`config.mk`:
```
export PLATFORM = sky130hd
export DESIGN_NAME = frame_segmenter_crc16_flat
export DESIGN_NICKNAME = d
export VERILOG_FILES = /design/src/design/fsc_pkg.sv /design/src/design/fsc_if.sv /design/src/design/frame_segmenter_crc16.sv /design/src/design/fsc_ctrl.sv /design/src/design/fsc_dp.sv /design/src/flat_wrapper.sv
export SDC_FILE = /design/constraint.sdc
export NUM_CORES = 1
export LEC_CHECK = 0
export BUFFER_PORTS_ARGS = -buffer_cell sky130_fd_sc_hd__buf_4
export CAP_MARGIN = 25
export CORE_AREA = 8 8 176 178
export CTS_BUF_LIST = sky130_fd_sc_hd__clkbuf_8 sky130_fd_sc_hd__clkbuf_16
export DETAILED_ROUTE_END_ITERATION = 10
export DIE_AREA = 0 0 184 186
export GPL_TIMING_DRIVEN = 0
export PLACE_DENSITY = 0.8
export RECOVER_POWER = 50
export SLEW_MARGIN = 20
export SYNTH_ARGS = -nofsm -noshare
export SYNTH_HDL_FRONTEND = slang
export SYNTH_SLANG_ARGS = --single-unit
```
`constraint.sdc`:
```
create_clock -name clk_i -period 6.63 [get_ports clk_i]
set_input_delay 0.9945 -clock clk_i [delete_from_list [all_inputs] [get_ports clk_i]]
set_output_delay 0.9945 -clock clk_i [all_outputs]
set_load 0.01 [all_outputs]
```
`src/design/fsc_pkg.sv`:
```
// Package for the frame segmenter: codes, header constants, the command and
// status structs between controller and datapath, and the CRC-16 byte update.
// No dependencies.
package fsc_pkg;

  localparam int unsigned MtuW = 16;
  localparam int unsigned LenW = 16;
  localparam int unsigned IdW = 32;
  localparam int unsigned CrcW = 16;
  localparam int unsigned HdrBytes = 14;
  localparam int unsigned HdrCntW = 4;
  localparam int unsigned DivCntW = 4;
  localparam int unsigned PaddrW = 3;

  localparam logic [MtuW-1:0] MtuReset = 16'd255;
  localparam logic [MtuW-1:0] MtuMin = 16'd15;
  localparam logic [MtuW-1:0] HdrLen = 16'd14;
  localparam logic [CrcW-1:0] CrcPoly = 16'h1021;
  localparam logic [CrcW-1:0] CrcInit = 16'hFFFF;
  localparam logic [7:0] HdrMagic = 8'hE5;
  localparam logic [7:0] HdrVersion = 8'h01;

  // Input item function codes.
  localparam logic FuncStart = 1'b0;
  localparam logic FuncByte = 1'b1;

  // Register index taken from the word address bit of paddr.
  localparam logic RegMtu = 1'b0;

  typedef struct packed {
    logic start;     // load a new message, begin the frame-count division
    logic div_step;  // one restoring division step
    logic fix;       // settle frame total and first chunk size
    logic hdr_step;  // fold one header byte into the CRC
    logic fold;      // fold one payload byte
    logic emit;      // this payload byte closes the chunk
  } dp_cmd_t;

  typedef struct packed {
    logic len_zero;   // the offered start item has zero length
    logic div_last;   // final division step
    logic hdr_last;   // final header byte
    logic chunk_end;  // the next payload byte closes the chunk
    logic last;       // the chunk that closes now is the final frame
    logic out_full;   // the descriptor register is occupied
  } dp_sts_t;

  // CRC-16, polynomial 0x1021, MSB first, one byte.
  function automatic logic [CrcW-1:0] crc_byte(input logic [CrcW-1:0] crc,
                                                input logic [7:0] b);
    logic [CrcW-1:0] c;
    c = crc ^ {b, 8'h00};
    for (int k = 0; k < 8; k++) begin
      if (c[CrcW-1]) begin
        c = {c[CrcW-2:0], 1'b0} ^ CrcPoly;
      end else begin
        c = {c[CrcW-2:0], 1'b0};
      end
    end
    return c;
  endfunction

endpackage

```
`src/design/fsc_if.sv`:
```
// Channel interfaces of the frame segmenter: the input item channel and the
// frame descriptor channel. Depends on fsc_pkg for field widths.
interface fsc_in_if;
  logic                        valid;
  logic                        ready;
  logic                        func;
  logic [fsc_pkg::IdW-1:0]     message_id;
  logic [fsc_pkg::LenW-1:0]    message_length;
  logic [7:0]                  data_byte;

  modport source (output valid, func, message_id, message_length, data_byte,
                  input ready);
  modport sink (input valid, func, message_id, message_length, data_byte,
                output ready);
endinterface

interface fsc_out_if;
  logic                        valid;
  logic                        ready;
  logic [fsc_pkg::IdW-1:0]     frame_message_id;
  logic [fsc_pkg::LenW-1:0]    frame_index;
  logic [fsc_pkg::LenW-1:0]    frame_total;
  logic [fsc_pkg::LenW-1:0]    chunk_length;
  logic [fsc_pkg::CrcW-1:0]    frame_crc;
  logic                        last_frame;

  modport source (output valid, frame_message_id, frame_index, frame_total,
                  chunk_length, frame_crc, last_frame, input ready);
  modport sink (input valid, frame_message_id, frame_index, frame_total,
                chunk_length, frame_crc, last_frame, output ready);
endinterface

```
`src/design/frame_segmenter_crc16.sv`:
```
// Top level of the frame segmenter: APB register, controller, datapath.
// Depends on fsc_pkg, fsc_if.sv, fsc_ctrl and fsc_dp.
//
//   Channel   Role    Moves per transaction
//   in_i      sink    one start item (id, length) or one payload byte
//   out_o     source  one frame descriptor (header fields and CRC-16)
//   APB       slave   write or read of the mtu register at address 0
//
// Payload bytes are taken one per cycle while the input is not stalled. A start item
// with nonzero length keeps the input stalled while the bit-serial frame-count divider
// runs, the total and chunk size settle, and the header CRC is built (one header byte
// per cycle through the CRC unit). After a descriptor that is not the last one, the
// input stalls again while the next chunk's header is folded. While the next byte
// would close a chunk and the descriptor register is full and not being read, every
// item waits. rst_ni clears the controller, descriptor valid and mtu (255).
module frame_segmenter_crc16 (
  input  logic                          clk_i,
  input  logic                          rst_ni,
  fsc_in_if.sink                        in_i,
  fsc_out_if.source                     out_o,
  input  logic                          psel,
  input  logic                          penable,
  input  logic                          pwrite,
  input  logic [fsc_pkg::PaddrW-1:0]    paddr,
  input  logic [31:0]                   pwdata,
  output logic [31:0]                   prdata,
  output logic                          pready
);

  logic [fsc_pkg::MtuW-1:0] mtu_q;
  fsc_pkg::dp_cmd_t         cmd;
  fsc_pkg::dp_sts_t         sts;
  logic                     in_fire;

  // The register is selected by the word address bit; one register exists.
  assign pready = 1'b1;
  assign prdata = (paddr[2] == fsc_pkg::RegMtu) ? {16'h0000, mtu_q} : 32'h0;

  always_ff @(posedge clk_i or negedge rst_ni) begin
    if (!rst_ni) begin
      mtu_q <= fsc_pkg::MtuReset;
    end else if (psel && penable && pwrite && pready &&
                 (paddr[2] == fsc_pkg::RegMtu)) begin
      mtu_q <= pwdata[fsc_pkg::MtuW-1:0];
    end
  end

  // The controller owns the input handshake; the datapath owns the output.
  fsc_ctrl u_ctrl (
    .clk_i       (clk_i),
    .rst_ni      (rst_ni),
    .in_valid_i  (in_i.valid),
    .in_func_i   (in_i.func),
    .in_ready_o  (in_i.ready),
    .out_ready_i (out_o.ready),
    .sts_i       (sts),
    .cmd_o       (cmd)
  );

  fsc_dp u_dp (
    .clk_i            (clk_i),
    .rst_ni           (rst_ni),
    .mtu_i            (mtu_q),
    .message_id_i     (in_i.message_id),
    .message_length_i (in_i.message_length),
    .data_byte_i      (in_i.data_byte),
    .cmd_i            (cmd),
    .sts_o            (sts),
    .out_o            (out_o)
  );

  assign in_fire = in_i.valid && in_i.ready;

  // A start item with nonzero length makes the block busy in the next cycle.
  a_start_busy: assert property (@(posedge clk_i) disable iff (!rst_ni)
    in_fire && (in_i.func == fsc_pkg::FuncStart) && (in_i.message_length != '0)
    |=> !in_i.ready)
    else $error("input not stalled after a message start");

  // A descriptor that is not the last one is followed by a header fold.
  a_hdr_busy: assert property (@(posedge clk_i) disable iff (!rst_ni)
    cmd.emit && !sts.last |=> !in_i.ready)
    else $error("input not stalled during header CRC");

  // A shown descriptor always has an index below the frame total.
  a_idx_range: assert property (@(posedge clk_i) disable iff (!rst_ni)
    out_o.valid |-> ({1'b0, out_o.frame_index} < {1'b0, out_o.frame_total}))
    else $error("frame index not below frame total");

  // The descriptor carrying the final index is flagged as the last frame.
  a_last_flag: assert property (@(posedge clk_i) disable iff (!rst_ni)
    out_o.valid && (({1'b0, out_o.frame_index} + 17'd1) == {1'b0, out_o.frame_total})
    |-> out_o.last_frame)
    else $error("final frame not flagged as last");

endmodule

```
`src/design/fsc_ctrl.sv`:
```
// Controller of the frame segmenter: sequences division, header CRC and
// payload folding. Depends on fsc_pkg for the command and status structs.
module fsc_ctrl (
  input  logic              clk_i,
  input  logic              rst_ni,
  input  logic              in_valid_i,
  input  logic              in_func_i,
  output logic              in_ready_o,
  input  logic              out_ready_i,
  input  fsc_pkg::dp_sts_t  sts_i,
  output fsc_pkg::dp_cmd_t  cmd_o
);

  typedef enum logic [2:0] {
    StIdle,
    StDiv,
    StFix,
    StHdr,
    StRun
  } state_e;

  state_e state_q, state_d;
  logic   accept;
  logic   is_start;

  // Ready only in idle and run; in run, stall only when the byte would close a chunk
  // and the descriptor slot cannot take a new descriptor in the same cycle.
  assign in_ready_o = (state_q == StIdle) ||
                      ((state_q == StRun) &&
                       (!sts_i.chunk_end || !sts_i.out_full || out_ready_i));
  assign accept   = in_valid_i && in_ready_o;
  assign is_start = (in_func_i == fsc_pkg::FuncStart);

  always_comb begin
    cmd_o          = '0;
    cmd_o.start    = accept && is_start && !sts_i.len_zero;
    cmd_o.fold     = accept && !is_start && (state_q == StRun);
    cmd_o.emit     = cmd_o.fold && sts_i.chunk_end;
    cmd_o.div_step = (state_q == StDiv);
    cmd_o.fix      = (state_q == StFix);
    cmd_o.hdr_step = (state_q == StHdr);
  end

  always_comb begin
    state_d = state_q;
    case (state_q)
      StIdle, StRun: begin
        if (accept && is_start) begin
          state_d = sts_i.len_zero ? StIdle : StDiv;
        end else if (cmd_o.emit) begin
          state_d = sts_i.last ? StIdle : StHdr;
        end
      end
      StDiv: begin
        if (sts_i.div_last) state_d = StFix;
      end
      StFix: state_d = StHdr;
      StHdr: begin
        if (sts_i.hdr_last) state_d = StRun;
      end
      default: state_d = StIdle;
    endcase
  end

  always_ff @(posedge clk_i or negedge rst_ni) begin
    if (!rst_ni) begin
      state_q <= StIdle;
    end else begin
      state_q <= state_d;
    end
  end

endmodule

```
`src/design/fsc_dp.sv`:
```
// Datapath of the frame segmenter: message registers, serial divider,
// header byte selection, CRC register and the descriptor output register.
// Depends on fsc_pkg and the fsc_out_if interface.
module fsc_dp (
  input  logic                        clk_i,
  input  logic                        rst_ni,
  input  logic [fsc_pkg::MtuW-1:0]    mtu_i,
  input  logic [fsc_pkg::IdW-1:0]     message_id_i,
  input  logic [fsc_pkg::LenW-1:0]    message_length_i,
  input  logic [7:0]                  data_byte_i,
  input  fsc_pkg::dp_cmd_t            cmd_i,
  output fsc_pkg::dp_sts_t            sts_o,
  fsc_out_if.source                   out_o
);

  localparam int unsigned LW = fsc_pkg::LenW;

  logic [fsc_pkg::IdW-1:0]      id_q;
  logic [LW-1:0]                rem_q, total_q, idx_q, chunk_q, bic_q;
  logic [fsc_pkg::CrcW-1:0]     crc_q;
  logic [LW-1:0]                divisor_q, quo_q, acc_q;
  logic [fsc_pkg::DivCntW-1:0]  div_cnt_q;
  logic [fsc_pkg::HdrCntW-1:0]  hdr_cnt_q;

  logic                         out_valid_q;
  logic [fsc_pkg::IdW-1:0]      o_id_q;
  logic [LW-1:0]                o_idx_q, o_total_q, o_chunk_q;
  logic [fsc_pkg::CrcW-1:0]     o_crc_q;
  logic                         o_last_q;

  logic [fsc_pkg::MtuW-1:0]     mtu_eff;
  logic [LW-1:0]                maxp;
  logic [LW:0]                  acc_sh;
  logic                         acc_ge;
  logic [8*fsc_pkg::HdrBytes-1:0] hdr_vec;
  logic [7:0]                   hdr_byte;
  logic [fsc_pkg::CrcW-1:0]     crc_pay;
  logic [LW-1:0]                rem_dec;
  logic [LW:0]                  idx_inc;

  assign mtu_eff = (mtu_i < fsc_pkg::MtuMin) ? fsc_pkg::MtuMin : mtu_i;
  assign maxp    = mtu_eff - fsc_pkg::HdrLen;

  // Restoring division, one quotient bit per step.
  assign acc_sh = {acc_q, quo_q[LW-1]};
  assign acc_ge = (acc_sh >= {1'b0, divisor_q});

  // Header bytes, first byte in the top position; the count runs down.
  assign hdr_vec  = {fsc_pkg::HdrMagic, fsc_pkg::HdrVersion, id_q, idx_q,
                     total_q, chunk_q, 16'h0000};
  assign hdr_byte = hdr_vec[{hdr_cnt_q, 3'b000} +: 8];

  assign crc_pay = fsc_pkg::crc_byte(crc_q, data_byte_i);
  assign rem_dec = rem_q - 1'b1;
  assign idx_inc = {1'b0, idx_q} + 1'b1;

  assign sts_o.len_zero  = (message_length_i == '0);
  assign sts_o.div_last  = (div_cnt_q == '0);
  assign sts_o.hdr_last  = (hdr_cnt_q == '0);
  assign sts_o.chunk_end = ({1'b0, bic_q} + 1'b1 >= {1'b0, chunk_q});
  assign sts_o.last      = (idx_inc >= {1'b0, total_q}) || (rem_dec == '0);
  assign sts_o.out_full  = out_valid_q;

  always_ff @(posedge clk_i) begin
    if (cmd_i.start) begin
      id_q      <= message_id_i;
      rem_q     <= message_length_i;
      idx_q     <= '0;
      bic_q     <= '0;
      divisor_q <= maxp;
      quo_q     <= message_length_i;
      acc_q     <= '0;
      div_cnt_q <= fsc_pkg::DivCntW'(LW - 1);
    end
    if (cmd_i.div_step) begin
      acc_q     <= acc_ge ? LW'(acc_sh - {1'b0, divisor_q}) : acc_sh[LW-1:0];
      quo_q     <= {quo_q[LW-2:0], acc_ge};
      div_cnt_q <= div_cnt_q - 1'b1;
    end
    if (cmd_i.fix) begin
      total_q   <= quo_q + LW'(acc_q != '0);
      chunk_q   <= (rem_q < divisor_q) ? rem_q : divisor_q;
      crc_q     <= fsc_pkg::CrcInit;
      hdr_cnt_q <= fsc_pkg::HdrCntW'(fsc_pkg::HdrBytes - 1);
    end
    if (cmd_i.hdr_step) begin
      crc_q     <= fsc_pkg::crc_byte(crc_q, hdr_byte);
      hdr_cnt_q <= hdr_cnt_q - 1'b1;
    end
    if (cmd_i.fold) begin
      rem_q <= rem_dec;
      // A chunk that closes and is followed by another restarts the CRC.
      if (cmd_i.emit && !sts_o.last) begin
        crc_q <= fsc_pkg::CrcInit;
        bic_q <= '0;
      end else begin
        crc_q <= crc_pay;
        bic_q <= bic_q + 1'b1;
      end
    end
    if (cmd_i.emit) begin
      o_id_q    <= id_q;
      o_idx_q   <= idx_q;
      o_total_q <= total_q;
      o_chunk_q <= chunk_q;
      o_crc_q   <= crc_pay;
      o_last_q  <= sts_o.last;
      if (!sts_o.last) begin
        idx_q     <= idx_inc[LW-1:0];
        chunk_q   <= (rem_dec < chunk_q) ? rem_dec : chunk_q;
        hdr_cnt_q <= fsc_pkg::HdrCntW'(fsc_pkg::HdrBytes - 1);
      end
    end
  end

  always_ff @(posedge clk_i or negedge rst_ni) begin
    if (!rst_ni) begin
      out_valid_q <= 1'b0;
    end else if (cmd_i.emit) begin
      out_valid_q <= 1'b1;
    end else if (out_o.ready) begin
      out_valid_q <= 1'b0;
    end
  end

  assign out_o.valid            = out_valid_q;
  assign out_o.frame_message_id = o_id_q;
  assign out_o.frame_index      = o_idx_q;
  assign out_o.frame_total      = o_total_q;
  assign out_o.chunk_length     = o_chunk_q;
  assign out_o.frame_crc        = o_crc_q;
  assign out_o.last_frame       = o_last_q;

endmodule

```
`src/flat_wrapper.sv`:
```
// flat-port wrapper written by rule: the top's interface ports become plain ports
module frame_segmenter_crc16_flat 
  (clk_i, rst_ni, psel, penable, pwrite, paddr, pwdata, prdata, pready, in_i_valid, in_i_func, in_i_message_id, in_i_message_length, in_i_data_byte, in_i_ready, out_o_valid, out_o_frame_message_id, out_o_frame_index, out_o_frame_total, out_o_chunk_length, out_o_frame_crc, out_o_last_frame, out_o_ready);
  fsc_in_if in_i_i ();
  fsc_out_if out_o_i ();
  input  logic clk_i;
  input  logic rst_ni;
  input  logic psel;
  input  logic penable;
  input  logic pwrite;
  input  logic [fsc_pkg::PaddrW-1:0] paddr;
  input  logic [31:0] pwdata;
  output logic [31:0] prdata;
  output logic pready;
  input wire logic [$bits(in_i_i.valid)-1:0] in_i_valid;
  input wire logic [$bits(in_i_i.func)-1:0] in_i_func;
  input wire logic [$bits(in_i_i.message_id)-1:0] in_i_message_id;
  input wire logic [$bits(in_i_i.message_length)-1:0] in_i_message_length;
  input wire logic [$bits(in_i_i.data_byte)-1:0] in_i_data_byte;
  output wire logic [$bits(in_i_i.ready)-1:0] in_i_ready;
  output wire logic [$bits(out_o_i.valid)-1:0] out_o_valid;
  output wire logic [$bits(out_o_i.frame_message_id)-1:0] out_o_frame_message_id;
  output wire logic [$bits(out_o_i.frame_index)-1:0] out_o_frame_index;
  output wire logic [$bits(out_o_i.frame_total)-1:0] out_o_frame_total;
  output wire logic [$bits(out_o_i.chunk_length)-1:0] out_o_chunk_length;
  output wire logic [$bits(out_o_i.frame_crc)-1:0] out_o_frame_crc;
  output wire logic [$bits(out_o_i.last_frame)-1:0] out_o_last_frame;
  input wire logic [$bits(out_o_i.ready)-1:0] out_o_ready;
  assign in_i_i.valid = in_i_valid;
  assign in_i_i.func = in_i_func;
  assign in_i_i.message_id = in_i_message_id;
  assign in_i_i.message_length = in_i_message_length;
  assign in_i_i.data_byte = in_i_data_byte;
  assign in_i_ready = in_i_i.ready;
  assign out_o_valid = out_o_i.valid;
  assign out_o_frame_message_id = out_o_i.frame_message_id;
  assign out_o_frame_index = out_o_i.frame_index;
  assign out_o_frame_total = out_o_i.frame_total;
  assign out_o_chunk_length = out_o_i.chunk_length;
  assign out_o_frame_crc = out_o_i.frame_crc;
  assign out_o_last_frame = out_o_i.last_frame;
  assign out_o_i.ready = out_o_ready;
  frame_segmenter_crc16 u_core (.clk_i(clk_i), .rst_ni(rst_ni), .in_i(in_i_i), .out_o(out_o_i), .psel(psel), .penable(penable), .pwrite(pwrite), .paddr(paddr), .pwdata(pwdata), .prdata(prdata), .pready(pready));
endmodule
```
* Word level (Yosys, flattened, before mapping)
Index checks and enable logic that the tools add are counted. Widths: inputs -> output; s select.
Storage, ports and cells: bits in registers 301, input port bits 99, logic and storage cells 156
Cells by class: reductions and logical operators 31, bitwise gates (word level) 20, shift-type cells 1, mux-type cells 60, magnitude comparators 6, equal/unequal tests 8, $add $sub $neg 9
Operators with widths (number):
- $mux 16 | 29
- $mux 13 | 16
- $shiftx 112x8->8 | 1
- $ge 17x16->1 | 3
- $not 3->3 | 16
- $add 16x1->17 const B | 2
- $logic_not 16->1 | 2
- $lt 16x16->1 | 2
- $xor 16x16->16 | 2
- $mux 4 | 6
- $add 16x1->16 | 1
- $add 16x1->16 const B | 1
- $lt 16x4->1 const B | 1
- $reduce_bool 16->1 | 1
- $sub 16x1->16 const B | 1
- $sub 16x16->16 | 1
- $sub 16x4->16 const B | 1
- $mux 3 | 4
- $pmux 3 s4 | 1
- $logic_and 1x1->1 | 11
- $logic_not 4->1 | 2
- $sub 4x1->4 const B | 2
- $eq 3x2->1 const B | 2
- $reduce_bool 2->1 | 3
- 14 further kinds | 24

* Depth between registers and ports, before layout
word-level depth 27, mapped depth 20

* Modules after synthesis
A second synthesis with hierarchy kept.
Unflattened totals: cells, all modules 1369, area total of the unflattened synthesis 16305.6 µm²
Modules (own cells, without submodules):
- fsc_dp | seq. area each 8262.9 µm², cells each 1270, area an instance 15117.0 µm², instances 1
- frame_segmenter_crc16 | seq. area each 410.4 µm², cells each 70, area an instance 909.6 µm², instances 1
- fsc_ctrl | seq. area each 75.1 µm², cells each 29, area an instance 279.0 µm², instances 1

* Worst setup path after synthesis
Ideal clock, no wire load.
path kind flip-flop to flip-flop, start point register u_core.u_dp.bic_q[0], end point register u_core.u_ctrl.state_q[2], data arrival time 4.960 ns, period minus slack after synthesis 5.085 ns, cell stages (with the launch flop) 15, path buffers 1, path slack 1.545 ns, cell sequence edfxtp_1 ha_1 nand3_1 or2_1 clkbuf_1 nor3_1 xor2_1 ha_1 nand3_1 nor4_1 o21ai_0 inv_1 a211oi_1 nor2_1 mux2_2
RTL lines:
- from (decl) | RTL line fsc_dp.sv:19 | logic [LW-1:0] rem_q, total_q, idx_q, chunk_q, bic_q;
- from (signal assigned) | RTL line fsc_dp.sv:98 | bic_q <= bic_q + 1'b1;
- to (signal assigned) | RTL line fsc_ctrl.sv:67 | state_q <= StIdle;
- to (signal assigned) | RTL line fsc_ctrl.sv:69 | state_q <= state_d;
- to (decl) | RTL line fsc_ctrl.sv:22 | state_e state_q, state_d;

* Worst setup path after layout
start point register u_core.u_dp.idx_q[0], end point register u_core.u_dp.chunk_q[3], data pin
On the way: longest elaborated chain between the ends 5
RTL lines:
- from (decl) | RTL line fsc_dp.sv:19
- from (signal assigned) | RTL line fsc_dp.sv:109 | idx_q <= idx_inc[LW-1:0];
- $add 16x1->17 | RTL line fsc_dp.sv:55 | assign idx_inc = {1'b0, idx_q} + 1'b1;
- $ge 17x16->1 | RTL line fsc_dp.sv:61 | assign sts_o.last = (idx_inc >= {1'b0, total_q}) || (rem_dec == '0);
- $logic_or 1x1->1 | RTL line fsc_dp.sv:61
- $mux 16 | RTL line fsc_dp.sv:108 | if (!sts_o.last) begin
- $mux 16 | RTL line fsc_dp.sv:101 | if (cmd_i.emit) begin
- to (signal assigned) | RTL line fsc_dp.sv:82 | chunk_q <= (rem_q < divisor_q) ? rem_q : divisor_q;
- to (signal assigned) | RTL line fsc_dp.sv:110 | chunk_q <= (rem_dec < chunk_q) ? rem_dec : chunk_q;
- to (decl) | RTL line fsc_dp.sv:19
No other way between the ends. A chain may end at the register's enable or synchronous reset.

==> metrics <==
run status=finished, final reports clean; vias in the first global route=between 10000 and 15000; clock tree skew after final layout=0.01329 ns; buffer depth of the longest clock path=3; Primary FF master, synth=sky130_fd_sc_hd__edfxtp_1; worst IR drop on VDD=between 200 and 300 uV; detailed-route vias per instance=roughly 5.9; nets@finish=1842; hold_buf cts=0; number of distinct library cell variants in the gate-level netlist after synthesis=74; Std-Cell Core Area=approximately 28000 um2; die boundary width=approximately 180 um; setup fix buffers added after clock tree synthesis=0; maximum number of pins on one net before global-route repair=51; number of search-and-repair iterations in the first detailed-routing pass=5; reg2reg start=u_core.u_dp.idx_q[0]; most common library cell in the layout ignoring fill and taps=sky130_fd_sc_hd__edfxtp_1; Post-synth EDFFs=261; Min-Delay Startpoint=u_core.u_dp.idx_q[9]; transition time at the pin with the least slew margin=between 1 and 1.5 ns; unrepaired setup endpoints after global routing=false; portion of the post-synthesis area used by sequential elements=between 50% and 60%; initial antenna violation count=0; Period minus WS final=5.668 ns; Diodes inserted=0; clock net sink count=roughly 300; critical path cell sequence=ha_1 > nand3_1 > or2_2 > clkbuf_1 > nor2_1 > and4_1 > and3_1 > xor2_1 > ha_1 > a21oi_1 > o21ai_0 > o311ai_0 > o2111ai_1 > or2_1 > buf_6 > clkbuf_1 > nand3_1 > o221ai_1; mapped cell area=between 15000 and 20000 um2; number of setup violations in the final report=0; Reg2Reg Capture Point=u_core.u_dp.chunk_q[3]; final hold viol count=0; IO Port Bufs=195; Post-Syn Area per Cell=11.44 um2; crit end category=flip-flop; cell leakage power=roughly 7.4 nW; remaining antenna violation count after routing=0; CTS root buffer=sky130_fd_sc_hd__clkbuf_16; worst-skew pair later-pin latency=approximately 0.58 ns; category of cells accounting for the largest share of critical-path delay=compound AO/OA/AOI/OAI gates; number of DRC markers after the initial detailed-route iteration=between 1000 and 1500; commonest cells after routing, fill and taps aside=261 x sky130_fd_sc_hd__edfxtp_1, 156 x sky130_fd_sc_hd__clkbuf_1, 152 x sky130_fd_sc_hd__nand2_1, 88 x sky130_fd_sc_hd__ha_1, 86 x sky130_fd_sc_hd__inv_1; Routed wire per std cell=21.52 um; DPL Wire Length=around 34 mm; biggest fanout along the worst timing path=10; number of cells in the design after placement=2005; category of the most critical setup path=reg2reg; gp weighted congestion=0.9964; number of buffers inserted during clock tree synthesis=31; total negative setup slack=0 ns; Hold Crit Class=reg2reg; count of synthesis-stage warnings from yosys=0; worst rel slew slack=4.688%; peak per-stage delay on the critical path=roughly 0.86 ns; number of synthesized register bits=301; vias after detailed routing=about 12000; level count of the clock H-tree=1; instance count of the mapped netlist=around 1400; Startpoint Class=flip-flop; path depth of the worst reg2reg path=18; fraction of final layout cells sized beyond drive strength 1=about 14%; share of the clock period used by the worst path=85.49%; TritonCTS clock tree=done; wire length of the first global-routing pass=68.07 mm; clock-pin slew on the worst setup and hold paths=approximately 0.060 ns; post-synthesis async set-or-reset flop share=under 10%; area of the die=approximately 34000 um2; Filler Cell Count=2266; total global routing track utilization=about a quarter; Buf+Inv Stages, Crit Path=3; hold path cells=0; Routed Wire Length=around 44 mm; Worst Hold Endpoint=u_core.u_dp.out_o.frame_index[9]; initial standard-cell utilization of the core=57.09%; slowest CP cell=sky130_fd_sc_hd__o311ai_0; arrival time at the worst endpoint=about 6.0 ns; maxcap violations=0; Synth-to-Final Area Change=16.63%; timing-limited maximum frequency=~0.18 GHz; placement row count=a little over 60; DIE HEIGHT=between 150 and 200 um; power per standard cell area=412.8 nW/um2; Resized cells post-CTS=0; count of pins over their slew limit=0; flop2flop setup slack=roughly 0.96 ns; count of placed standard cells in the final layout, fillers left out=2063; required time of the critical path=roughly 6.9 ns; grt ovf=0; I/O pins=~230; DRC violations left=0
synth_stat cells (15+ instances only):
cell | number | area share (%)
sky130_fd_sc_hd__dfxtp_1 | 20 | 2.5
sky130_fd_sc_hd__mux2_2 | 22 | 1.5
sky130_fd_sc_hd__xnor2_1 | 64 | 3.5
sky130_fd_sc_hd__nand4_1 | 20 | 0.78
sky130_fd_sc_hd__a21oi_1 | 50 | 1.6
sky130_fd_sc_hd__clkbuf_1 | 36 | 0.84
sky130_fd_sc_hd__o221ai_1 | 15 | 0.81
sky130_fd_sc_hd__buf_4 | 17 | 0.79
sky130_fd_sc_hd__nor2_1 | 75 | 1.7
sky130_fd_sc_hd__nand3_1 | 48 | 1.5
sky130_fd_sc_hd__edfxtp_1 | 261 | 49
sky130_fd_sc_hd__nor4_1 | 15 | 0.58
sky130_fd_sc_hd__and3_1 | 27 | 1.0
sky130_fd_sc_hd__ha_1 | 88 | 6.8
sky130_fd_sc_hd__mux2i_1 | 37 | 2.3
sky130_fd_sc_hd__nand2_1 | 154 | 3.6
sky130_fd_sc_hd__nor3_1 | 30 | 0.93
sky130_fd_sc_hd__inv_1 | 86 | 2.0
sky130_fd_sc_hd__xor2_1 | 52 | 2.8
sky130_fd_sc_hd__o21ai_0 | 58 | 1.8
sky130_fd_sc_hd__nor2b_1 | 23 | 0.89
metal layers:
layer / vias to the layer above / routed length (um) / GRT usage (%) / part of all wire [%]
li1: 5627 / - / - / -
met1: 5780 / 17370 / 31.96 / 39
met2: 627 / 21340 / 43.82 / 48
met3: 115 / 4008 / 4.782 / 9.0
met4: 0 / 1671 / 9.422 / 3.8
met5: - / 0 / 0 / 0
cell families (layout without fill, tap and decap cells):
kind of cell / count (synthesis) / count (layout) / synth area share [%]
mux: 68 / 68 / 5.092
fa+ha+maj: 89 / 89 / 6.954
flops: 301 / 301 / 54.27
simple gates: 455 / 455 / 13.95
buf+inv: 156 / 411 / 4.277
xor+xnor: 117 / 117 / 6.403
other cells: 2 / 17 / 0.04659
compound gates: 221 / 221 / 9.011
power by group:
part / switching, mW / internal, mW / total, mW / leakage (nW)
sequential: 0.389 / 2.67 / 3.06 / 2.77
clock: 0.768 / 1.06 / 1.83 / 0.527
combinational: 1.72 / 1.16 / 2.87 / 4.07
layout make-up:
type	count	area, um2	share of cell area, %
Sequential cell	301	8748	46.53
Multi-Input combinational cell	967	6741	35.86
Timing Repair Buffer	197	1057	5.623
Clock buffer	31	775.7	4.126
Tap cell	384	480.5	2.555
Buffer	70	365.4	1.943
Inverter	86	325.3	1.730
Clock inverter	27	307.8	1.637
through the flow:
step	total power, mW	setup WS (ns)	utilization, %	hold WS [ns]	instance area [um2]
floorplan	5.042	1.545	-	0.4064	16180
global placement	5.819	0.1487	64.17	0.4211	18120
detailed placement	5.922	1.124	64.36	0.4260	18170
CTS	7.769	1.085	68.19	0.2774	19260
global route	8.179	0.6979	66.59	0.4548	18800
finish	7.762	0.9620	66.59	0.4354	18800
worst max-delay path by stage:
| stage | slack, ns | to | cells past startpoint | start |
|---|---|---|---|---|
| 2_1_floorplan | 1.55 | u_core.u_ctrl.state_q[2] | 14 | u_core.u_dp.bic_q[0] |
| 3_3_place_gp | 0.15 | u_core.u_ctrl.state_q[2] | 14 | u_core.u_dp.bic_q[0] |
| 3_5_place_dp | 1.12 | u_core.u_dp.chunk_q[2] | 18 | u_core.u_dp.idx_q[0] |
| 4_1_cts | 1.08 | u_core.u_dp.chunk_q[2] | 18 | u_core.u_dp.idx_q[0] |
| 5_1_grt | 0.70 | u_core.u_dp.idx_q[13] | 17 | u_core.u_dp.idx_q[0] |
| 6_report | 0.96 | u_core.u_dp.chunk_q[3] | 18 | u_core.u_dp.idx_q[0] |
(Power assumes the default switching activity.)
